### config.mk
export PLATFORM = sky130hd
export DESIGN_NAME = khs_ctrl
export DESIGN_NICKNAME = d
export VERILOG_FILES = /design/src/design/khs_pkg.sv /design/src/design/khs_ctrl.sv
export SDC_FILE = /design/constraint.sdc
export NUM_CORES = 1
export LEC_CHECK = 0
export ABC_AREA = 1
export ABC_CLOCK_PERIOD_IN_PS = 2029
export BUFFER_PORTS_ARGS = -buffer_cell sky130_fd_sc_hd__buf_2
export CAP_MARGIN = 25
export CORE_MARGIN = 3
export CORE_UTILIZATION = 25
export CTS_CLUSTER_DIAMETER = 100
export DETAILED_ROUTE_END_ITERATION = 6
export PLACE_DENSITY = 0.69
export SETUP_SLACK_MARGIN = 0.3
export SYNTH_ARGS = -nofsm -noshare
export SYNTH_HDL_FRONTEND = slang
export SYNTH_SLANG_ARGS = --single-unit
### constraint.sdc
create_clock -name clk_i -period 2.03 [get_ports clk_i]
set_input_delay 0.1015 -clock clk_i [delete_from_list [all_inputs] [get_ports clk_i]]
set_output_delay 0.1015 -clock clk_i [all_outputs]
set_load 0.005 [all_outputs]
### src/design/khs_pkg.sv
package khs_pkg;

  localparam int unsigned TableSize = 2011;
  localparam int unsigned MaxK = 8;
  localparam int unsigned AddrW = $clog2(TableSize);
  localparam int unsigned WordW = 8 * MaxK;
  localparam int unsigned ProbeW = $clog2(TableSize + 1);

  localparam logic [1:0] KindTextA = 2'd0;
  localparam logic [1:0] KindTextB = 2'd1;
  localparam logic [1:0] KindQuery = 2'd2;
  localparam logic [1:0] KindNone = 2'd3;

  localparam logic [2:0] StQuery = 3'd0;
  localparam logic [2:0] StNotFull = 3'd1;
  localparam logic [2:0] StStored = 3'd2;
  localparam logic [2:0] StPresent = 3'd3;
  localparam logic [2:0] StDropped = 3'd4;

  typedef struct packed {
    logic [1:0] kind;
    logic [7:0] text_char;
    logic text_last;
    logic [63:0] query_key;
  } in_item_t;

  typedef struct packed {
    logic [1:0] membership;
    logic [2:0] status;
  } out_item_t;

  // controller to datapath
  typedef struct packed {
    logic load;        // capture item, shift window
    logic hash_init;
    logic hash_step;
    logic probe_init;  // pos <= hash, j <= 1
    logic rd;          // issue table read at pos
    logic adv;         // advance probe position
    logic wr;          // write word at pos
    logic sel_b;       // table select
    logic win_clear;
    logic clr_step;    // clearing sweep
  } dp_cmd_t;

  // datapath to controller
  typedef struct packed {
    logic hash_done;
    logic full;        // window has k chars
    logic is_free;
    logic is_hit;
    logic probe_end;   // TableSize probes spent
    logic clr_done;
    logic [1:0] kind;
  } dp_sts_t;

endpackage

### src/design/khs_ctrl.sv
module khs_ctrl (
  input  logic                 clk_i,
  input  logic                 rst_ni,
  input  logic                 in_valid_i,
  output logic                 in_ready_o,
  input  khs_pkg::in_item_t    item_i,
  output logic                 out_valid_o,
  input  logic                 out_ready_i,
  output khs_pkg::out_item_t   out_o,
  output khs_pkg::dp_cmd_t     cmd_o,
  input  khs_pkg::dp_sts_t     sts_i
);

  typedef enum logic [7:0] {
    S_CLEAR = 8'b0000_0001,
    S_IDLE  = 8'b0000_0010,
    S_HASH  = 8'b0000_0100,
    S_READ  = 8'b0000_1000,
    S_CHECK = 8'b0001_0000,
    S_WAIT  = 8'b0010_0000,
    S_NEXTB = 8'b0100_0000,
    S_SKIP  = 8'b1000_0000
  } state_e;

  state_e state_q, state_d;
  logic sel_b_q, sel_b_d;
  logic [1:0] mem_q, mem_d;
  logic last_q, last_d;
  logic [2:0] st_d;
  logic ov_q, ov_d;
  khs_pkg::out_item_t out_q, out_d;
  logic finish;
  logic is_query;

  assign is_query = (sts_i.kind == khs_pkg::KindQuery);
  assign in_ready_o = (state_q == S_IDLE) && !ov_q;
  assign out_valid_o = ov_q;
  assign out_o = out_q;

  always_comb begin
    state_d = state_q;
    sel_b_d = sel_b_q;
    mem_d = mem_q;
    last_d = last_q;
    ov_d = ov_q;
    out_d = out_q;
    cmd_o = '0;
    cmd_o.sel_b = sel_b_q;
    finish = 1'b0;
    st_d = khs_pkg::StQuery;
    if (ov_q && out_ready_i) ov_d = 1'b0;
    unique case (state_q)
      S_CLEAR: begin
        cmd_o.clr_step = !sts_i.clr_done;
        if (sts_i.clr_done) state_d = S_IDLE;
      end
      S_IDLE: begin
        if (in_valid_i && in_ready_o) begin
          cmd_o.load = 1'b1;
          sel_b_d = (item_i.kind == khs_pkg::KindTextB);
          last_d = item_i.text_last;
          mem_d = '0;
          state_d = S_SKIP;
        end
      end
      S_SKIP: begin
        // window updated; decide path
        if (sts_i.kind == khs_pkg::KindNone) begin
          finish = 1'b1;
        end else if (!is_query && !sts_i.full) begin
          st_d = khs_pkg::StNotFull;
          finish = 1'b1;
        end else begin
          cmd_o.hash_init = 1'b1;
          state_d = S_HASH;
        end
      end
      S_HASH: begin
        if (sts_i.hash_done) begin
          cmd_o.probe_init = 1'b1;
          state_d = S_READ;
        end else begin
          cmd_o.hash_step = 1'b1;
        end
      end
      S_READ: begin
        cmd_o.rd = 1'b1;
        state_d = S_CHECK;
      end
      S_CHECK: begin
        priority if (sts_i.is_hit) begin
          if (is_query) begin
            mem_d = mem_q | (sel_b_q ? 2'b10 : 2'b01);
            state_d = S_NEXTB;
          end else begin
            st_d = khs_pkg::StPresent;
            finish = 1'b1;
          end
        end else if (sts_i.is_free) begin
          if (is_query) state_d = S_NEXTB;
          else begin
            cmd_o.wr = 1'b1;
            st_d = khs_pkg::StStored;
            finish = 1'b1;
          end
        end else if (sts_i.probe_end) begin
          if (is_query) state_d = S_NEXTB;
          else begin
            st_d = khs_pkg::StDropped;
            finish = 1'b1;
          end
        end else begin
          cmd_o.adv = 1'b1;
          state_d = S_READ;
        end
      end
      S_NEXTB: begin
        if (sel_b_q) begin
          st_d = khs_pkg::StQuery;
          finish = 1'b1;
        end else begin
          sel_b_d = 1'b1;
          cmd_o.probe_init = 1'b1;
          state_d = S_READ;
        end
      end
      S_WAIT: state_d = S_IDLE;
      default: state_d = S_IDLE;
    endcase
    if (finish) begin
      out_d.membership = mem_d;
      out_d.status = st_d;
      ov_d = 1'b1;
      cmd_o.win_clear = !is_query && (sts_i.kind != khs_pkg::KindNone) && last_q;
      state_d = S_IDLE;
    end
  end

  always_ff @(posedge clk_i or negedge rst_ni) begin
    if (!rst_ni) begin
      state_q <= S_CLEAR;
      ov_q <= 1'b0;
      sel_b_q <= 1'b0;
      mem_q <= '0;
      last_q <= 1'b0;
    end else begin
      state_q <= state_d;
      ov_q <= ov_d;
      sel_b_q <= sel_b_d;
      mem_q <= mem_d;
      last_q <= last_d;
    end
  end

  always_ff @(posedge clk_i) begin
    out_q <= out_d;
  end

  assert property (@(posedge clk_i) disable iff (!rst_ni)
    (in_valid_i && in_ready_o) |=> !in_ready_o)
    else $error("second item taken while busy");
  assert property (@(posedge clk_i) disable iff (!rst_ni)
    (out_valid_o && !out_ready_i) |=> (out_valid_o && $stable(out_o)))
    else $error("result lost under stall");
  assert property (@(posedge clk_i) disable iff (!rst_ni)
    (state_q == S_CLEAR) |-> !in_ready_o)
    else $error("item taken during clearing sweep");
  assert property (@(posedge clk_i) disable iff (!rst_ni)
    cmd_o.wr |-> (state_q == S_CHECK && sts_i.is_free))
    else $error("write without free slot");

endmodule
[Word level (Yosys, flattened, before mapping)]
Cells that the tools add are included.
Cells by class
  equality and inequality tests: 18
  mux-type cells: 56
  bitwise logic cells: 1
  reductions and logical operators: 15
Operator list (number)
  2-to-1 mux 8 bit: 11
  one-hot mux 8 bit (7 select lines): 1
  2-to-1 mux 1 bit: 27
  2-to-1 mux 2 bit: 8
  inequality test 3 bit (second input constant): 5
  2-to-1 mux 3 bit: 4
  equality test 8 x 1 -> 1 bit (second input constant): 1
  equality test 8 x 2 -> 1 bit (second input constant): 1
  equality test 8 x 3 -> 1 bit (second input constant): 1
  equality test 8 x 4 -> 1 bit (second input constant): 1
  equality test 8 x 5 -> 1 bit (second input constant): 1
  equality test 8 x 7 -> 1 bit (second input constant): 1
  equality test 8 bit (second input constant): 1
  logical AND 1 bit: 6
  one-hot mux 3 bit (2 select lines): 1
  AND reduction 6 bit: 1
  equality test 2 bit (second input constant): 2
  logical NOT 1 bit: 4
  one-hot mux 1 bit (2 select lines): 2
  one-hot mux 2 bit (2 select lines): 1
  AND reduction 2 bit: 2
  nonzero test 2 bit: 2
  inequality test 3 x 2 -> 1 bit (second input constant): 1
  one-hot mux 1 bit (3 select lines): 1
  4 further kinds: 4
Word-level totals
  register bits after elaboration: 18
  output and inout port bits: 17
  word-level logic and storage cells: 97

[Logic depth before layout (Yosys ltp)]
  depth after elaboration: 8
  depth in mapped cells: 12
  depth with buffers taken out: 12

[Least setup slack after synthesis]
Ideal clock, no wire load.
  kind: register to register
  start point: register state_q[2]
  end point: register out_q (netlist bit out_o[0]) (enable)
  data arrival time: 1.116 ns
  path slack: 0.601 ns
  stages on the path, launching flop included: 8
  buffers on the path: 0
  path through: dfrtp_1 nor2_4 nand2_4 nor2_4 inv_2 nor2_4 nor2_4 inv_1
Between the ends
  longest elaborated chain between the ends: 2
Ends and longest elaborated chain
  from (decl): line khs_ctrl.sv:25  | state_e state_q, state_d;
  from (signal assigned): line khs_ctrl.sv:147  | state_q <= state_d;
  equality test 8 x 7 -> 1 bit, or another cell as far along: line khs_ctrl.sv:52  | unique case (state_q)
  one-hot mux 1 bit (3 select lines) (*): line khs_ctrl.sv:52
  named net finish: line khs_ctrl.sv:32  | logic finish;
  to (signal assigned): line khs_ctrl.sv:156  | out_q <= out_d;
  to (decl): line khs_ctrl.sv:31  | khs_pkg::out_item_t out_q, out_d;
The timed path passes the listed nets; every way through them passes the cells marked *.
A chain may end at the register's enable or synchronous reset.

==> metrics <==
dpl hpwl=1910 µm; compound-gate portion of the synthesized area=0.0730; Fillers=427; crit path DAT=1.60 ns; largest family of logic cells by synthesized area=simple AND/OR/NAND/NOR gates; Worst-path clk slew=0.07 ns; Post-Synthesis Cell Area=0.00105 mm²; Period minus WS final=1.70 ns; RePlAce Congestion=0.762; Max FO, Critical Path=4; Worst-Skew Late Latency=0.26 ns; RSZ-0062 raised after global routing=true; vias per inst=4.24; maxcap violations=0; GRT Util Overall=0.104; final setup vio count=0; Switch Pwr=347 µW; number of diodes=0; worst r2r path cells=11; startpoint types=flip-flop; final WL=2540 µm; area growth from synthesis to layout=35.8%; Final ANT Viol Nets=0; vias in the first global route=898; Crit path largest cell delay=0.58 ns; Worst setup EP type=output pin; drt wl/cell=11.3 µm; setup TNS=0 ns; Detailed Routing Iterations Pass 1=4; internal power=672 µW; register bit total from synthesis=18; die height=70.7 µm; hold slack final=0.0272 ns; outcome=finished clean; syn nets=219; Root Buffer=clkbuf_8; initial antenna violation count=0; achievable frequency=0.587 GHz; XOR/XNOR Fraction of Synth Area=0; pwr dens=717 mW/mm²; CTS Buffer Depth=2; Comb pwr share=0.293; port bufs=31; vias=949; Seq/Total Area, Yosys=0.456; Worst Path Required=1.93 ns; min-delay src=out_ready_i; Num Clock Sinks=18; Avg Cell Area, Syn=7.92 µm²; Lkg Pwr=0.000773 µW; number of CTS-inserted buffers=3; core area=0.00385 mm²; gr ovfl total=0; Crit path top cell by count=nor2_4; Cell Chain, Critical Path=nor2_4, nand2_4, nand3b_1, nand2_2, nor2_4, inv_4, nand3_2, inv_2, buf_6; reg2reg setup slack=0.39 ns; fin nets=264; first-pass GRT wire length=4220 µm; Reg2Reg Launch Point=state_q[0]$_DFFE_PN1P_; H-tree levels=1; Clock Skews=0.00596 ns; Mapped Cells=132; Max Transition Viols Final=0; proportion of synthesized area in mux cells=0; full die area=0.00500 mm²; Clock power frac=0.254; DRT iter0 DRCs=23; Adder-Cell Fraction of Synth Area=0; Flop pwr share=0.453; largest net degree at the start of global routing=14; I/O Pins=104; DRC errors left=0; HP Class=input pin to flip-flop; width of the die=70.7 µm; maximum vdd drop=0.462 mV; Final period util=0.839; TritonCTS clock tree=built; Hold Vio Cnt, Final=0; hold path depth=2; R2R Path End=state_q[6]$_DFFE_PN0P_; cell row count=22; Post-Synth Simple-Gate Area=0.342; share of cells above drive strength 1=0.386; Yosys cell types=28; WHS Endpoint=out_valid_o$_DFFE_PN0P_; Net Sw Frac=0.341; slowest cell on the critical path=dfstp_2; initial core utilization=0.271; warnings from Yosys=0; kind of critical path=flip-flop to output pin
## cell families (layout without fill, tap and decap cells)
logic type             after synthesis  in the layout
DFF                                 18             18
AOI/OAI and AO/OA                   12             12
buffers and inverters               34             78
other                                1              1
and+or+nand+nor                     67             67
## synthesized netlist by cell type (all sizes together)
cell type / n / share of area
o21ai: 5 / 0.024
a32oi: 1 / 0.0084
nand3b: 1 / 0.0072
nor3: 4 / 0.019
nand2: 25 / 0.10
inv: 33 / 0.12
o211ai: 1 / 0.0072
a31oi: 1 / 0.0060
nand4: 1 / 0.0060
dfrtp: 12 / 0.29
nor2: 22 / 0.13
a211oi: 1 / 0.0072
conb: 1 / 0.0036
dfstp: 1 / 0.025
buf: 1 / 0.0072
nand3: 12 / 0.062
o311ai: 1 / 0.0084
nor4: 2 / 0.012
o31ai: 1 / 0.0072
edfxtp: 5 / 0.14
a21oi: 1 / 0.0048
## timing repair
action	4_1_cts	5_1_grt
gates cloned	0	0
pin swaps	2	6
hold buffers	1	0
gates resized for setup	3	10
endpoints found under the setup margin	1	6
endpoints found under the hold margin	12	0
setup buffers	4	5
## registers in the layout, indices dropped and copies added, names as in the netlist
signal and cells:
out_o 5, out_valid_o 1, last_q 1, sel_b_q 1, mem_q 2, state_q 8
## power groups by stage
stage          registers, µW  logic [µW]  clock network (µW)
2_1_floorplan            455         200                   0
3_3_place_gp             465         261                   0
3_5_place_dp             467         263                   0
4_1_cts                  459         271                 261
5_1_grt                  468         334                 284
6_report                 461         299                 259
## worst max-delay path by stage
| stage | startpoint | to | slack (ns) | cells past startpoint |
|---|---|---|---|---|
| 5_1_grt | state_q[3]$_DFFE_PN0P_ | cmd_o[1] | 0.24 | 10 |
| 3_5_place_dp | state_q[2]$_DFFE_PN0P_ | cmd_o[1] | 0.38 | 10 |
| 3_3_place_gp | state_q[2]$_DFFE_PN0P_ | cmd_o[1] | 0.38 | 10 |
| 2_1_floorplan | state_q[2]$_DFFE_PN0P_ | out_o[0]$_DFFE_PP_ | 0.60 | 7 |
| 6_report | state_q[0]$_DFFE_PN1P_ | cmd_o[1] | 0.33 | 9 |
| 4_1_cts | state_q[7]$_DFFE_PN0P_ | cmd_o[1] | 0.30 | 10 |
## per-stage QoR
step	area, µm²	cells	util	total power [µW]	setup slack, ns
floorplan	1050	132	-	654	0.601
global placement	1250	210	0.325	726	0.382
detailed placement	1250	210	0.325	729	0.379
CTS	1340	219	0.349	991	0.301
global route	1420	224	0.369	1090	0.238
finish	1420	224	0.369	1020	0.328
## per-layer routing
metal	GRT usage	share of wire
met1	0.146	0.48
met3	0.0327	0.058
met5	0	0
met2	0.162	0.46
met4	0.0125	0
## layout by cell type, fill, tap and decap left out, types with 2 or more instances in the layout
master | netlist | layout
nand2_1 | 21 | 20
nor2_2 | 1 | 3
nor2_1 | 14 | 12
edfxtp_1 | 5 | 5
dfrtp_1 | 12 | 12
buf_4 | 1 | 8
o21ai_0 | 4 | 4
inv_4 | 0 | 2
inv_1 | 31 | 29
nor3_1 | 4 | 3
clkbuf_8 | 0 | 3
buf_2 | 0 | 30
nand3_1 | 11 | 9
nor2_4 | 7 | 7
nand3_2 | 1 | 3
nand2_2 | 3 | 4
inv_2 | 2 | 2
buf_6 | 0 | 2
## cell type report
type,count,area (µm²),area share
clock buffer,3,41.3,0.0291
clock inverter,1,3.75,0.00264
timing repair buffer,41,243,0.171
sequential,18,477,0.336
multi-input combinational,80,467,0.329
inverter,33,129,0.0907
tap,48,60.1,0.0423
## critical path, delay by kind of cell (launching register included)
family	cells	cell delay [ns]
AND/OR/NAND/NOR	6	0.58
flip-flops	1	0.58
buffers and inverters	3	0.18
Power figures use the tool's default switching activity.
